[config.mk]
export PLATFORM = sky130hd
export DESIGN_NAME = gme_cell
export DESIGN_NICKNAME = d
export VERILOG_FILES = /design/src/rtl/gme_pkg.sv /design/src/rtl/gme_cell.sv
export SDC_FILE = /design/constraint.sdc
export NUM_CORES = 1
export LEC_CHECK = 0
export BUFFER_PORTS_ARGS = -buffer_cell sky130_fd_sc_hd__buf_2
export CAP_MARGIN = 40
export CORE_AREA = 4 4 175 177
export DETAILED_ROUTE_END_ITERATION = 8
export DIE_AREA = 0 0 179 181
export PLACE_DENSITY = 0.66
export SYNTH_ARGS = -nofsm -noshare
export SYNTH_HDL_FRONTEND = slang
export SYNTH_SLANG_ARGS = --single-unit
[constraint.sdc]
create_clock -name clk -period 20.8 [get_ports clk]
set_input_delay 3.12 -clock clk [delete_from_list [all_inputs] [get_ports clk]]
set_output_delay 3.12 -clock clk [all_outputs]
set_load 0.01 [all_outputs]
[src/rtl/gme_pkg.sv]
// Shared types and constants for the gradient map evaluator.
// Used by gme_cell, gme_mix and gradient_map_evaluate_top; no dependencies.
package gme_pkg;

  localparam int MAX_STOPS  = 16;
  localparam int COORD_BITS = 16;
  localparam int SLOT_W     = $clog2(MAX_STOPS);
  localparam int CNT_W      = $clog2(MAX_STOPS + 1);

  localparam logic [1:0] MODE_CONST  = 2'd0;
  localparam logic [1:0] MODE_LINEAR = 2'd1;
  localparam logic [1:0] MODE_SMOOTH = 2'd2;
  localparam logic [1:0] MODE_CUBIC  = 2'd3;

  localparam logic CFG_INTERP_MODE  = 1'b0;
  localparam logic CFG_ACTIVE_STOPS = 1'b1;

  localparam logic REQ_EVAL  = 1'b0;
  localparam logic REQ_WRITE = 1'b1;

  typedef logic [3:0][15:0] rgba_t;  // [0] red .. [3] alpha

  typedef struct packed {
    logic        req_type;
    logic [3:0]  stop_slot;
    logic [15:0] coord;
    logic [15:0] red_in;
    logic [15:0] green_in;
    logic [15:0] blue_in;
    logic [15:0] alpha_in;
  } in_t;

  typedef struct packed {
    logic [15:0] red_out;
    logic [15:0] green_out;
    logic [15:0] blue_out;
    logic [15:0] alpha_out;
  } out_t;

  // search record that travels down the row of cells
  typedef struct packed {
    logic                  vld;
    logic [COORD_BITS-1:0] x;
    logic                  lv;
    logic [COORD_BITS-1:0] lpos;
    rgba_t                 lcol;
    logic                  rv;
    logic [COORD_BITS-1:0] rpos;
    rgba_t                 rcol;
  } rec_t;

  typedef struct packed {
    logic                  en;
    logic [3:0]            slot;
    logic [COORD_BITS-1:0] pos;
    rgba_t                 col;
  } wr_t;

  typedef struct packed {
    logic idle;
    logic res_valid;
  } mix_stat_t;

  // Q30 coefficients of the sine series, alternating signs applied by the caller
  function automatic logic [30:0] sin_coef(input logic [2:0] k);
    logic [30:0] c;
    case (k)
      3'd0:    c = 31'd1686629713;
      3'd1:    c = 31'd693598684;
      3'd2:    c = 31'd85569306;
      3'd3:    c = 31'd5026999;
      3'd4:    c = 31'd172272;
      3'd5:    c = 31'd3864;
      default: c = 31'd0;
    endcase
    return c;
  endfunction

endpackage

[src/rtl/gme_cell.sv]
// One stop cell: holds a position and color, refines the passing search record.
// Depends on gme_pkg.
module gme_cell (
  input  logic                      clk,
  input  logic                      rst,
  input  logic [gme_pkg::SLOT_W-1:0] cell_idx,
  input  logic [gme_pkg::CNT_W-1:0]  cnt,
  input  gme_pkg::wr_t              wr,
  input  gme_pkg::rec_t             rec_in,
  output gme_pkg::rec_t             rec_out
);

  logic [gme_pkg::COORD_BITS-1:0] pos;
  gme_pkg::rgba_t                 col;
  gme_pkg::rec_t                  rec_q;
  gme_pkg::rec_t                  nxt;
  logic                           en;
  logic                           take_l;
  logic                           take_r;

  always_ff @(posedge clk) begin
    if (wr.en && (32'(wr.slot) == 32'(cell_idx))) begin
      pos <= wr.pos;
      col <= wr.col;
    end
  end

  always_comb begin
    en     = 32'(cell_idx) < 32'(cnt);
    // strict compare keeps the lower index on ties
    take_l = en && (pos <= rec_in.x) && (!rec_in.lv || (pos > rec_in.lpos));
    take_r = en && (pos >= rec_in.x) && (!rec_in.rv || (pos < rec_in.rpos));
    nxt    = rec_in;
    if (take_l) begin
      nxt.lv   = 1'b1;
      nxt.lpos = pos;
      nxt.lcol = col;
    end
    if (take_r) begin
      nxt.rv   = 1'b1;
      nxt.rpos = pos;
      nxt.rcol = col;
    end
  end

  always_ff @(posedge clk) begin
    if (rst) begin
      rec_q.vld <= 1'b0;
    end else begin
      rec_q <= nxt;
    end
  end

  assign rec_out = rec_q;

endmodule

==> metrics.md <==
| Metric | Value |
|---|---|
| Outcome | completed |
| Reg2reg setup slack | 17.07 ns |
| Critical Path RT | 21.09 ns |
| CP delay by family, top | compound AO/OA/AOI/OAI gates |
| Final WL | 30700 µm |
| Layout cells sized above 1 | 0.520 |
| Critical path, cell by cell | buf_2 -> inv_1 -> ha_1 -> a2111oi_0 -> a2111oi_0 -> o41ai_1 -> o211a_4 -> buf_4 -> mux2_2 |
| Crit path max-delay cell type | buf_4 |
| Skew final | 0.0103 ns |
| Register area share after synthesis | 0.697 |
| Worst setup EP type | flip-flop |
| Global-route wire length before repair | 44300 µm |
| CTS tree | done |
| Worst-Skew Late Latency | 0.55 ns |
| PortBufs | 453 |
| Post-Syn Instances | 627 |
| DR vias | 7170 |
| Distinct cell type count after synthesis | 38 |
| Worst R2R Start | pos[1] |
| Final Hold Vio Count | 0 |
| Largest net degree at the start of global routing | 85 |
| Iter 0 DRT Violations | 322 |
| Mux contribution to synthesized area | 0.162 |
| Sinks on Clock Net | 259 |
| Max Cap Violations | 0 |
| Cell row count | 63 |
| Vias/cell | 4.72 |
| Detailed Place HPWL | 23100 µm |
| Total CTS buffers | 29 |
| CP Data Arrival Time | 6.21 ns |
| HP Class | reg -> reg |
| Clock Tree Buf Depth | 3 |
| Worst vdd ir | 67.3 µV |
| Final Setup Violations | 0 |
| Max Fclk | 169 MHz |
| Clock slew at reported path FFs | 0.05 ns |
| Routed len/inst | 20.2 µm |
| Gr usage total | 0.179 |
| LEAKAGE | 6.27 nW |
| Crit path launch type | input port |
| ANT nets after route | 0 |
| Buf/Inv on CP | 3 |
| Fin crit share | 0.285 |
| Number of antenna violations at the first check in global routing | 8 |
| Levels on crit path | 9 |
| Hold wc startpoint | col[38] |
| Final min period | 5.92 ns |
| Post-Synth Simple-Gate Area | 0.0214 |
| Die Span Y | 181 µm |
| Syn avg cell area | 17.8 µm² |
| Number of setup buffers added after CTS | 0 |
| Slew headroom | 0.528 |
| RSZ-0062 raised after global routing | false |
| Yosys reg bits | 259 |
| Hold Path Sink | rec_out[119] |
| H-tree levels | 1 |
| Vias in the first global route | 7492 |
| Placed standard-cell area | 0.0138 mm² |
| Starting Density | 0.381 |
| Post-Synth Adder-Cell Area | 0.0561 |
| Die W | 179 µm |
| Worst Hold Depth | 1 |
| Gpl congestion | 0.827 |
| Largest family of logic cells by synthesized area | multiplexers |
| Die ar. | 0.0324 mm² |
| Commonest non-fill, non-tap cells in the layout | buf_2 (453), edfxtp_1 (258), mux2_1 (88), mux2_2 (72), inv_1 (53) |
| Hold_buf cts | 0 |
| Total power | 1.31 mW |
| Final Util | 0.506 |
| CP Max Fanout | 42 |
| NumNets Final | 1427 |
| Pwr per Cell Area | 88.6 mW/mm² |
| Area Overhead vs Synth | 32.8% |
| Pre-CTS WS | 14.22 ns |
| DR DRC count | 0 |
| Drt pass-1 iters | 4 |
| Worst stage delay on the critical path | 0.62 ns |
| Clock Tree Root | clkbuf_16 |
| Worst Hold Slack | 0.556 ns |
| Xor/xnor share of the synthesized area | 0.000786 |
| GRT overflow | 0 |
| I/O pin cnt | 454 |
| Crit path kind | in -> reg |
| Fin Setup TNS | 0 ns |
| Worst r2r dst | rec_out[72] |
| Ys Warns | 0 |
| Synth Area in Compound Gates | 0.0276 |
| Synth Net Count | 952 |
| Final worst slack | 14.88 ns |
| Cells after DPL | 1461 |
| Max Slew Vio Count | 0 |
| PostCTS Resize Cnt | 0 |
| Non-Filler Instances | 1518 |
| Worst-Margin Slew | 0.708 ns |
| Most used cell, CP | a2111oi_0 |
| Final instance area | 0.0148 mm² |
| Worst R2R Path Depth | 7 |
| Most common cell after layout, fill and taps aside | buf_2 |
| Mapped Area | 0.0111 mm² |
| Core Region | 0.0292 mm² |
-- Yosys cell counts (all sizes together) --
cell type	instances	area share
mux2	160	0.16
o211ai	1	0.00067
nand2b	4	0.0022
or3	1	0.00056
nand2	4	0.0013
nand3	6	0.0027
o21ai	8	0.0036
a311oi	1	0.00079
nand4	10	0.0056
nor3	3	0.0024
a41oi	1	0.00079
ha	50	0.056
o211a	3	0.0027
a222oi	1	0.00090
o21bai	1	0.00067
a221oi	1	0.00079
a21oi	16	0.0072
nor2b	4	0.0022
o21a	1	0.00067
a21o	4	0.0027
edfxtp	258	0.70
inv	54	0.018
or2	1	0.00056
a2111oi	3	0.0029
o22ai	1	0.00056
o41ai	1	0.00079
and3	1	0.00056
xor2	1	0.00079
a41o	1	0.00090
nor4	2	0.0011
a2111o	1	0.0010
nor2	4	0.0013
dfxtp	1	0.0018
nor4b	1	0.00079
buf	17	0.017
-- final cells by class --
class                   instances  area (µm²)
diodes                          4        10.0
flip-flops and latches        259        7770
inverters                      54         208
clock inverters                19         221
well taps                     390         488
clock buffers                  34         744
fillers                      2553       14400
multi-input cells             297        3000
repair buffers                461        2370
-- cell families (layout without fill, tap and decap cells) --
group	after synthesis	count (layout)
compound gates	45	45
other cells	0	4
buf+inv	71	568
flops	259	259
fa+ha+maj	50	50
mux	160	160
xor+xnor	1	1
simple gates	41	41
-- flip-flops by register name, summed over array words and instances, names as in the netlist --
signal and count:
rec_out 179, col 64, pos 16
-- worst max path at each step --
| stage | slack, ns | end | start |
|---|---|---|---|
| 4_1_cts | 14.82 | rec_out[13] | rec_in[65] |
| 2_1_floorplan | 8.34 | col[0] | cell_idx[0] |
| 3_5_place_dp | 14.22 | rec_out[20] | rec_in[65] |
| 5_1_grt | 14.67 | rec_out[73] | rec_in[65] |
| 3_3_place_gp | 14.20 | rec_out[25] | rec_in[65] |
| 6_report | 14.88 | rec_out[72] | rec_in[65] |
-- routing by layer --
layer	track usage	wire length [µm]
met2	0.308	15200
met5	0	34
met3	0.0552	2940
met4	0.0461	658
met1	0.220	11800
-- power breakdown --
part	internal, mW	leakage (nW)	switching [mW]	total (mW)
Sequential	0.620	2.47	0.0113	0.632
Combinational	0.0792	3.32	0.0870	0.166
Clock	0.307	0.481	0.206	0.513
No activity file was read; power rests on OpenSTA's default activity.
