$ cat src/rtl/gme_pkg.sv
// Shared types and constants for the gradient map evaluator.
// Used by gme_cell, gme_mix and gradient_map_evaluate_top; no dependencies.
package gme_pkg;

  localparam int MAX_STOPS  = 16;
  localparam int COORD_BITS = 16;
  localparam int SLOT_W     = $clog2(MAX_STOPS);
  localparam int CNT_W      = $clog2(MAX_STOPS + 1);

  localparam logic [1:0] MODE_CONST  = 2'd0;
  localparam logic [1:0] MODE_LINEAR = 2'd1;
  localparam logic [1:0] MODE_SMOOTH = 2'd2;
  localparam logic [1:0] MODE_CUBIC  = 2'd3;

  localparam logic CFG_INTERP_MODE  = 1'b0;
  localparam logic CFG_ACTIVE_STOPS = 1'b1;

  localparam logic REQ_EVAL  = 1'b0;
  localparam logic REQ_WRITE = 1'b1;

  typedef logic [3:0][15:0] rgba_t;  // [0] red .. [3] alpha

  typedef struct packed {
    logic        req_type;
    logic [3:0]  stop_slot;
    logic [15:0] coord;
    logic [15:0] red_in;
    logic [15:0] green_in;
    logic [15:0] blue_in;
    logic [15:0] alpha_in;
  } in_t;

  typedef struct packed {
    logic [15:0] red_out;
    logic [15:0] green_out;
    logic [15:0] blue_out;
    logic [15:0] alpha_out;
  } out_t;

  // search record that travels down the row of cells
  typedef struct packed {
    logic                  vld;
    logic [COORD_BITS-1:0] x;
    logic                  lv;
    logic [COORD_BITS-1:0] lpos;
    rgba_t                 lcol;
    logic                  rv;
    logic [COORD_BITS-1:0] rpos;
    rgba_t                 rcol;
  } rec_t;

  typedef struct packed {
    logic                  en;
    logic [3:0]            slot;
    logic [COORD_BITS-1:0] pos;
    rgba_t                 col;
  } wr_t;

  typedef struct packed {
    logic idle;
    logic res_valid;
  } mix_stat_t;

  // Q30 coefficients of the sine series, alternating signs applied by the caller
  function automatic logic [30:0] sin_coef(input logic [2:0] k);
    logic [30:0] c;
    case (k)
      3'd0:    c = 31'd1686629713;
      3'd1:    c = 31'd693598684;
      3'd2:    c = 31'd85569306;
      3'd3:    c = 31'd5026999;
      3'd4:    c = 31'd172272;
      3'd5:    c = 31'd3864;
      default: c = 31'd0;
    endcase
    return c;
  endfunction

endpackage

$ cat src/rtl/gme_mix.sv
// Color mixer: picks the single-stop cases, else weights per channel (divides in linear mode).
// Shares one multiplier and one radix-2 divider. Depends on gme_pkg.
module gme_mix (
  input  logic               clk,
  input  logic               rst,
  input  gme_pkg::rec_t      rec,
  input  logic [1:0]         mode,
  input  logic               put_ok,
  output gme_pkg::mix_stat_t stat,
  output gme_pkg::out_t      res
);

  typedef enum logic [7:0] {
    S_IDLE = 8'b0000_0001,
    S_TDIV = 8'b0000_0010,
    S_A2   = 8'b0000_0100,
    S_POLY = 8'b0000_1000,
    S_MSTP = 8'b0001_0000,
    S_MULL = 8'b0010_0000,
    S_MULR = 8'b0100_0000,
    S_CDIV = 8'b1000_0000
  } state_t;

  localparam logic [31:0] Q30_ONE = 32'd1073741824;

  state_t         state;
  logic           put;
  gme_pkg::rgba_t lcol;
  gme_pkg::rgba_t rcol;
  gme_pkg::rgba_t outc;
  logic [15:0]    d;
  logic           lin;
  logic           neg;
  logic [16:0]    a;
  logic [16:0]    a2;
  logic [30:0]    h;
  logic [2:0]     k;
  logic [16:0]    wl;
  logic [16:0]    wr;
  logic [1:0]     ch;
  logic [32:0]    acc;
  logic [15:0]    rem;
  logic [16:0]    sh;
  logic [16:0]    quo;
  logic [4:0]     dcnt;

  logic [30:0]    mul_a;
  logic [16:0]    mul_b;
  logic [47:0]    prod;
  logic [16:0]    trial;
  logic           ge;
  logic [15:0]    rem_step;
  logic [16:0]    quo_step;
  logic [17:0]    tq2;
  logic [16:0]    a_new;
  logic [31:0]    m;
  logic [31:0]    mc;
  logic [31:0]    wsum;
  logic [16:0]    w;
  logic [32:0]    acc2;

  always_comb begin
    mul_a = h;
    mul_b = a2;
    case (state)
      S_A2: begin
        mul_a = 31'(a);
        mul_b = a;
      end
      S_MSTP: begin
        mul_a = h;
        mul_b = a;
      end
      S_MULL: begin
        mul_a = 31'(lcol[ch]);
        mul_b = wl;
      end
      S_MULR: begin
        mul_a = 31'(rcol[ch]);
        mul_b = wr;
      end
      default: begin
        mul_a = h;
        mul_b = a2;
      end
    endcase
    prod = 48'(mul_a) * 48'(mul_b);

    trial    = {rem, sh[16]};
    ge       = trial >= {1'b0, d};
    rem_step = ge ? 16'(trial - {1'b0, d}) : trial[15:0];
    quo_step = {quo[15:0], ge};

    tq2   = {quo_step, 1'b0};
    a_new = (quo_step < 17'd32768) ? 17'(18'd65536 - tq2) : 17'(tq2 - 18'd65536);

    m    = prod[47:16];
    mc   = (m > Q30_ONE) ? Q30_ONE : m;
    wsum = neg ? (Q30_ONE - mc + 32'd16384) : (Q30_ONE + mc + 32'd16384);
    w    = wsum[31:15];

    acc2 = acc + prod[32:0] + (lin ? 33'(d >> 1) : 33'd32768);
  end

  always_ff @(posedge clk) begin
    if (rst) begin
      state <= S_IDLE;
      put   <= 1'b0;
    end else begin
      case (state)
        S_IDLE: begin
          if (put) begin
            if (put_ok) put <= 1'b0;
          end else if (rec.vld) begin
            lcol <= rec.lcol;
            rcol <= rec.rcol;
            d    <= 16'(rec.rpos - rec.lpos);
            lin  <= (mode == gme_pkg::MODE_LINEAR);
            ch   <= 2'd0;
            if (!rec.lv && !rec.rv) begin
              // no active stops: opaque black
              outc <= {16'hFFFF, 16'h0000, 16'h0000, 16'h0000};
              put  <= 1'b1;
            end else if (!rec.lv) begin
              outc <= rec.rcol;
              put  <= 1'b1;
            end else if (!rec.rv || (rec.rpos <= rec.lpos) ||
                         (mode == gme_pkg::MODE_CONST)) begin
              outc <= rec.lcol;
              put  <= 1'b1;
            end else if (mode == gme_pkg::MODE_LINEAR) begin
              wl    <= 17'(16'(rec.rpos - rec.x));
              wr    <= 17'(16'(rec.x - rec.lpos));
              state <= S_MULL;
            end else begin
              // t = n * 2^16 / d, 17 quotient bits
              rem   <= 16'(16'(rec.x - rec.lpos) >> 1);
              sh    <= {rec.x[0] ^ rec.lpos[0], 16'd0};
              quo   <= 17'd0;
              dcnt  <= 5'd17;
              state <= S_TDIV;
            end
          end
        end
        S_TDIV: begin
          rem  <= rem_step;
          sh   <= {sh[15:0], 1'b0};
          quo  <= quo_step;
          dcnt <= dcnt - 5'd1;
          if (dcnt == 5'd1) begin
            neg   <= quo_step < 17'd32768;
            a     <= a_new;
            state <= S_A2;
          end
        end
        S_A2: begin
          a2    <= prod[32:16];
          h     <= gme_pkg::sin_coef(3'd5);
          k     <= 3'd4;
          state <= S_POLY;
        end
        S_POLY: begin
          h <= 31'(gme_pkg::sin_coef(k) - prod[46:16]);
          if (k == 3'd0) begin
            state <= S_MSTP;
          end else begin
            k <= k - 3'd1;
          end
        end
        S_MSTP: begin
          wl    <= 17'(18'd65536 - 18'(w));
          wr    <= w;
          state <= S_MULL;
        end
        S_MULL: begin
          acc   <= prod[32:0];
          state <= S_MULR;
        end
        S_MULR: begin
          if (lin) begin
            rem   <= acc2[31:16];
            sh    <= {acc2[15:0], 1'b0};
            quo   <= 17'd0;
            dcnt  <= 5'd16;
            state <= S_CDIV;
          end else begin
            outc[ch] <= acc2[31:16];
            if (ch == 2'd3) begin
              put   <= 1'b1;
              state <= S_IDLE;
            end else begin
              ch    <= ch + 2'd1;
              state <= S_MULL;
            end
          end
        end
        S_CDIV: begin
          rem  <= rem_step;
          sh   <= {sh[15:0], 1'b0};
          quo  <= quo_step;
          dcnt <= dcnt - 5'd1;
          if (dcnt == 5'd1) begin
            outc[ch] <= quo_step[15:0];
            if (ch == 2'd3) begin
              put   <= 1'b1;
              state <= S_IDLE;
            end else begin
              ch    <= ch + 2'd1;
              state <= S_MULL;
            end
          end
        end
        default: state <= S_IDLE;
      endcase
    end
  end

  assign stat.idle      = (state == S_IDLE) && !put;
  assign stat.res_valid = put;
  assign res.red_out    = outc[0];
  assign res.green_out  = outc[1];
  assign res.blue_out   = outc[2];
  assign res.alpha_out  = outc[3];

endmodule

$ cat config.mk
export PLATFORM = sky130hd
export DESIGN_NAME = gme_mix
export DESIGN_NICKNAME = d
export VERILOG_FILES = /design/src/rtl/gme_pkg.sv /design/src/rtl/gme_mix.sv
export SDC_FILE = /design/constraint.sdc
export NUM_CORES = 2
export LEC_CHECK = 0
export BUFFER_PORTS_ARGS = -buffer_cell sky130_fd_sc_hd__buf_2
export CELL_PAD_IN_SITES_DETAIL_PLACEMENT = 0
export CELL_PAD_IN_SITES_GLOBAL_PLACEMENT = 2
export CORE_AREA = 2 2 354 356
export DETAILED_ROUTE_END_ITERATION = 10
export DIE_AREA = 0 0 356 358
export GPL_ROUTABILITY_DRIVEN = 0
export GPL_TIMING_DRIVEN = 0
export PLACE_DENSITY = 0.71
export SETUP_SLACK_MARGIN = 0.2
export SYNTH_ARGS = -nofsm -noshare
export SYNTH_HDL_FRONTEND = slang
export SYNTH_SLANG_ARGS = --single-unit
$ cat constraint.sdc
create_clock -name clk -period 14.5 [get_ports clk]
set_input_delay 2.175 -clock clk [delete_from_list [all_inputs] [get_ports clk]]
set_output_delay 2.175 -clock clk [all_outputs]
set_load 0.005 [all_outputs]
==> reports/metrics.sh <==
CTS_TREE='done'
SYNTH_NETS=5430
CTS.SINK_COUNT=407
WIDTH_OF_THE_DIE_UM=356
OVERFLOW_LEFT_AFTER_GLOBAL_ROUTING=0
FINALWORSTPATHREQUIREDPERIOD_PS=13820
INITIAL_STANDARD_CELL_UTILIZATION_OF_THE_CORE=0.3496
WORSTHOLDPATHTYPE='reg -> reg'
RUN_STATUS='finished clean'
POWER.IR.VDD_WORST_V=0.00007341
ROUTE.DETAILED.VIAS_PER_INST=5.413
GRT_MAX_DEGREE=43
FILLER_CELL_COUNT=12590
FRACTION_OF_REGISTERS_WITH_ASYNC_SET_RESET=0
ANTENNA_DIODE_INSTANCE_COUNT=0
SYNTH.AVG_CELL_AREA_UM2=9.532
ROUTE.DETAILED.WL_PER_INST_UM=26.31
SYN2LAYOUT_AREA_GROWTH_PCT=13.26
IOPINCOUNT=250
SYNTH_SEQ_CELLS=407
TIGHTEST_SLEW_PS=1206
ROUTE.DETAILED.DRC=0
TRACK_USAGE=0.2686
POWERDENSITY_mW_PER_MM2=67.52
FINALHOLDVIOLCOUNT=0
CORE.ROWCOUNT=129
GRT_PASS1_VIAS=36080
GRT_PASS1_WL_UM=249500
PORT_BUFFERS=248
HTREE_NUM_LEVELS=2
WORST_HOLD_SLACK_PS=530.2
ANT_NETS=0
SETUP-VIOLATIONS-FINAL=0
CLK_ROOT_BUFFER_CELL='sky130_fd_sc_hd__clkbuf_16'
TOTALPOWERFINAL_mW=3.297
WIRELENGTH_UM=171500
DESIGN.CORE.AREA_MM2=0.1233
POSTPLACECELLAREA_MM2=0.04694
MAXCAPVIOLATIONS=0
DRT_FIRST_ITER_VIOLATIONS=2771
FIN_WS_PS=678.1
DP_HPWL_UM=140600
NUMBER_OF_CTS_INSERTED_BUFFERS=44
PRE_CTS_SLACK_PS=-901.5
DIE_HEIGHT_UM=358
DATA_REQUIRED_TIME_AT_THE_WORST_ENDPOINT_PS=14940
COUNT_OF_VIAS_PLACED_BY_THE_DETAILED_ROUTER=35290
DIE_AREA_MM2=0.1274
MAX_STAGE_DELAY_PS=570
CRITPATHCAPTURETYPE='flop'
CTS.REPORTEDPATHS.CLKPINSLEW_PS=60
HOLD-PATH-CELL-COUNT=2
PLACED_CELLS=6435
MOST_USED_CELL_ALONG_THE_CRITICAL_PATH='sky130_fd_sc_hd__fa_1'
YOSYS_MOST_USED_DFF='sky130_fd_sc_hd__edfxtp_1'
MULTI_INPUT_AREA_MM2=0.02791
CLOCK_TREE_SKEW_AFTER_FINAL_LAYOUT_PS=19.92
POST_SYNTHESIS_CELLS=4522
CPMAXSTAGEDELAYCELL='sky130_fd_sc_hd__fa_1'
WORSTPATHARRIVAL_PS=14260
SYNTHESIS.YOSYS.WARNINGS=0
CRITICALPATHCATEGORY='reg -> reg'
REPORT.FINAL.SLEW_VIOL_COUNT=0
WORST_SLEW_MARGIN_REL=0.1877
FINAL_LAYOUT_SIZE_SUFFIX_GT1_FRAC=0.1264
PATH_MAX_FANOUT=10
RSZ0062_AT_GRT='no'
SEQ_AREA_FRAC_SYNTH=0.2814
FMAX_MHz=72.35
LEAKAGE_nW=21.17
MAPPEDNETLISTAREA_MM2=0.04311
WORST-R2R-CELL-COUNT=44
TIMING.FINAL.CRIT_SHARE=0.9532
NETS=5757
CRITICAL_PATH.STARTPOINT_TYPE='flop'
FINAL-SEQ-AREA_MM2=0.01213
ANTENNA_FOUND_INITIAL=7
DETAILEDROUTE.FIRSTPASSITERATIONCOUNT=5
SYNTH-EDFF-COUNT=398
FINAL_CELL_COUNT_NO_FILL=6519
CLK_PATH_BUF_DEPTH=3
SYNTH.DISTINCT_CELLS=117
CLK_LATENCY_PS=610
POSTLAYOUTCELLAREA_MM2=0.04882
## through the flow
| step | utilization | setup TNS [ps] |
|---|---|---|
| after global routing | 0.3959 | 0 |
| after floorplan | - | 0 |
| final | 0.3959 | 0 |
| after detailed placement | 0.3807 | -8103 |
| after CTS | 0.3943 | 0 |
| after global placement | 0.3762 | -24070 |
## logic make-up (layout without fill, tap and decap cells)
logic type / after synthesis / count (layout) / share of synthesized area
AOI/OAI and AO/OA: 922 / 922 / 0.1485
xor gates and xnor gates: 148 / 148 / 0.03173
adders and majority gates: 724 / 724 / 0.2896
buffers and inverters: 894 / 1254 / 0.07927
DFF: 407 / 407 / 0.2814
muxes: 57 / 57 / 0.02273
and+or+nand+nor: 1370 / 1370 / 0.1468
## cells in the final DEF (no fill, tap or decap), drive strengths merged, types with 23 or more instances in the layout
cell / count
a31oi: 29
xor2: 57
a211oi: 25
a21oi: 156
a21o: 34
a21boi: 41
fa: 456
o22ai: 67
xnor2: 91
inv: 696
buf: 321
a221o: 27
and2: 90
o21ai: 226
nor3: 48
ha: 268
a22o: 23
nand4: 30
and3: 24
nand3: 67
nor2b: 55
clkbuf: 208
a22oi: 61
nor2: 373
nand2: 542
mux4: 32
nand2b: 35
edfxtp: 398
o21a: 74
## worst max-delay path, delay by kind of cell, from the launching register on
family / cells / cell delay [ps]
adders and majority gates: 8 / 3580
buffers and inverters: 10 / 2040
xor gates and xnor gates: 1 / 310
DFF: 1 / 300
AOI/OAI and AO/OA: 10 / 3220
and+or+nand+nor: 15 / 4130
## routing by layer
layer / vias up / track usage / wire length [um]
met4: 8 / 0.08523 / 6287
met1: 17870 / 0.3539 / 72680
met5: - / 0 / 58
met3: 225 / 0.03649 / 10320
met2: 1205 / 0.4563 / 82170
li1: 15980 / - / -
## cell type report
class,instances,area share
multi-input cells,3221,0.5716
flip-flops and latches,407,0.2485
inverters,693,0.05328
well taps,1637,0.04195
repair buffers,281,0.03416
clock buffers,48,0.02286
plain buffers,201,0.01863
clock inverters,31,0.008995
## final timing paths
kind,start,endpoint,slack [ps]
max,state[6],wl[16],680
min reg2reg,sh[7],sh[8],530
min,sh[7],sh[8],530
max reg2reg,state[6],wl[16],680
## registers in the layout, summed over array words and instances, names as in the netlist, 8 cells and up
name / flops
lcol: 64
rcol: 64
res: 64
acc: 32
h: 31
a2: 17
wl: 17
wr: 17
a: 16
d: 16
quo: 16
rem: 16
sh: 16
state: 8
## cells in the mapped netlist (21+ instances only)
cell / instances / area, um^2
sky130_fd_sc_hd__or3_1: 22 / 137.6
sky130_fd_sc_hd__nand4_1: 29 / 181.4
sky130_fd_sc_hd__inv_1: 687 / 2579
sky130_fd_sc_hd__a31oi_1: 28 / 175.2
sky130_fd_sc_hd__buf_1: 21 / 78.83
sky130_fd_sc_hd__xnor2_1: 88 / 770.7
sky130_fd_sc_hd__and3_1: 24 / 150.1
sky130_fd_sc_hd__ha_1: 268 / 3353
sky130_fd_sc_hd__o21a_1: 72 / 540.5
sky130_fd_sc_hd__nor2_1: 372 / 1396
sky130_fd_sc_hd__nand2_1: 540 / 2027
sky130_fd_sc_hd__a21o_1: 34 / 255.2
sky130_fd_sc_hd__a22oi_1: 61 / 457.9
sky130_fd_sc_hd__nor3_1: 47 / 235.2
sky130_fd_sc_hd__clkbuf_1: 158 / 593.1
sky130_fd_sc_hd__fa_1: 456 / 9129
sky130_fd_sc_hd__o21bai_1: 22 / 165.2
sky130_fd_sc_hd__mux4_2: 32 / 720.7
sky130_fd_sc_hd__a22o_1: 23 / 201.4
sky130_fd_sc_hd__a221o_1: 27 / 270.3
sky130_fd_sc_hd__edfxtp_1: 398 / 11950
sky130_fd_sc_hd__nand3_1: 67 / 335.3
sky130_fd_sc_hd__xor2_1: 55 / 481.7
sky130_fd_sc_hd__a21boi_0: 41 / 307.8
sky130_fd_sc_hd__nor2b_1: 55 / 344.1
sky130_fd_sc_hd__a21oi_1: 153 / 765.7
sky130_fd_sc_hd__o21ai_0: 206 / 1031
sky130_fd_sc_hd__and2_1: 89 / 556.8
sky130_fd_sc_hd__o22ai_1: 67 / 419.2
sky130_fd_sc_hd__nand2b_1: 35 / 219.0
## power breakdown
part / switching (mW) / internal [mW]
Clock: 0.526 / 0.740
Sequential: 0.0222 / 1.35
Combinational: 0.416 / 0.242
Total: 0.964 / 2.33
## repair_timing
item                       4_1_cts  5_1_grt
buffers inserted                 2        3
hold buffers                     0        0
setup endpoints to repair       16       14
pin swaps                        1        3
gates resized for setup         50       99
No activity file was read; power rests on OpenSTA's default activity.
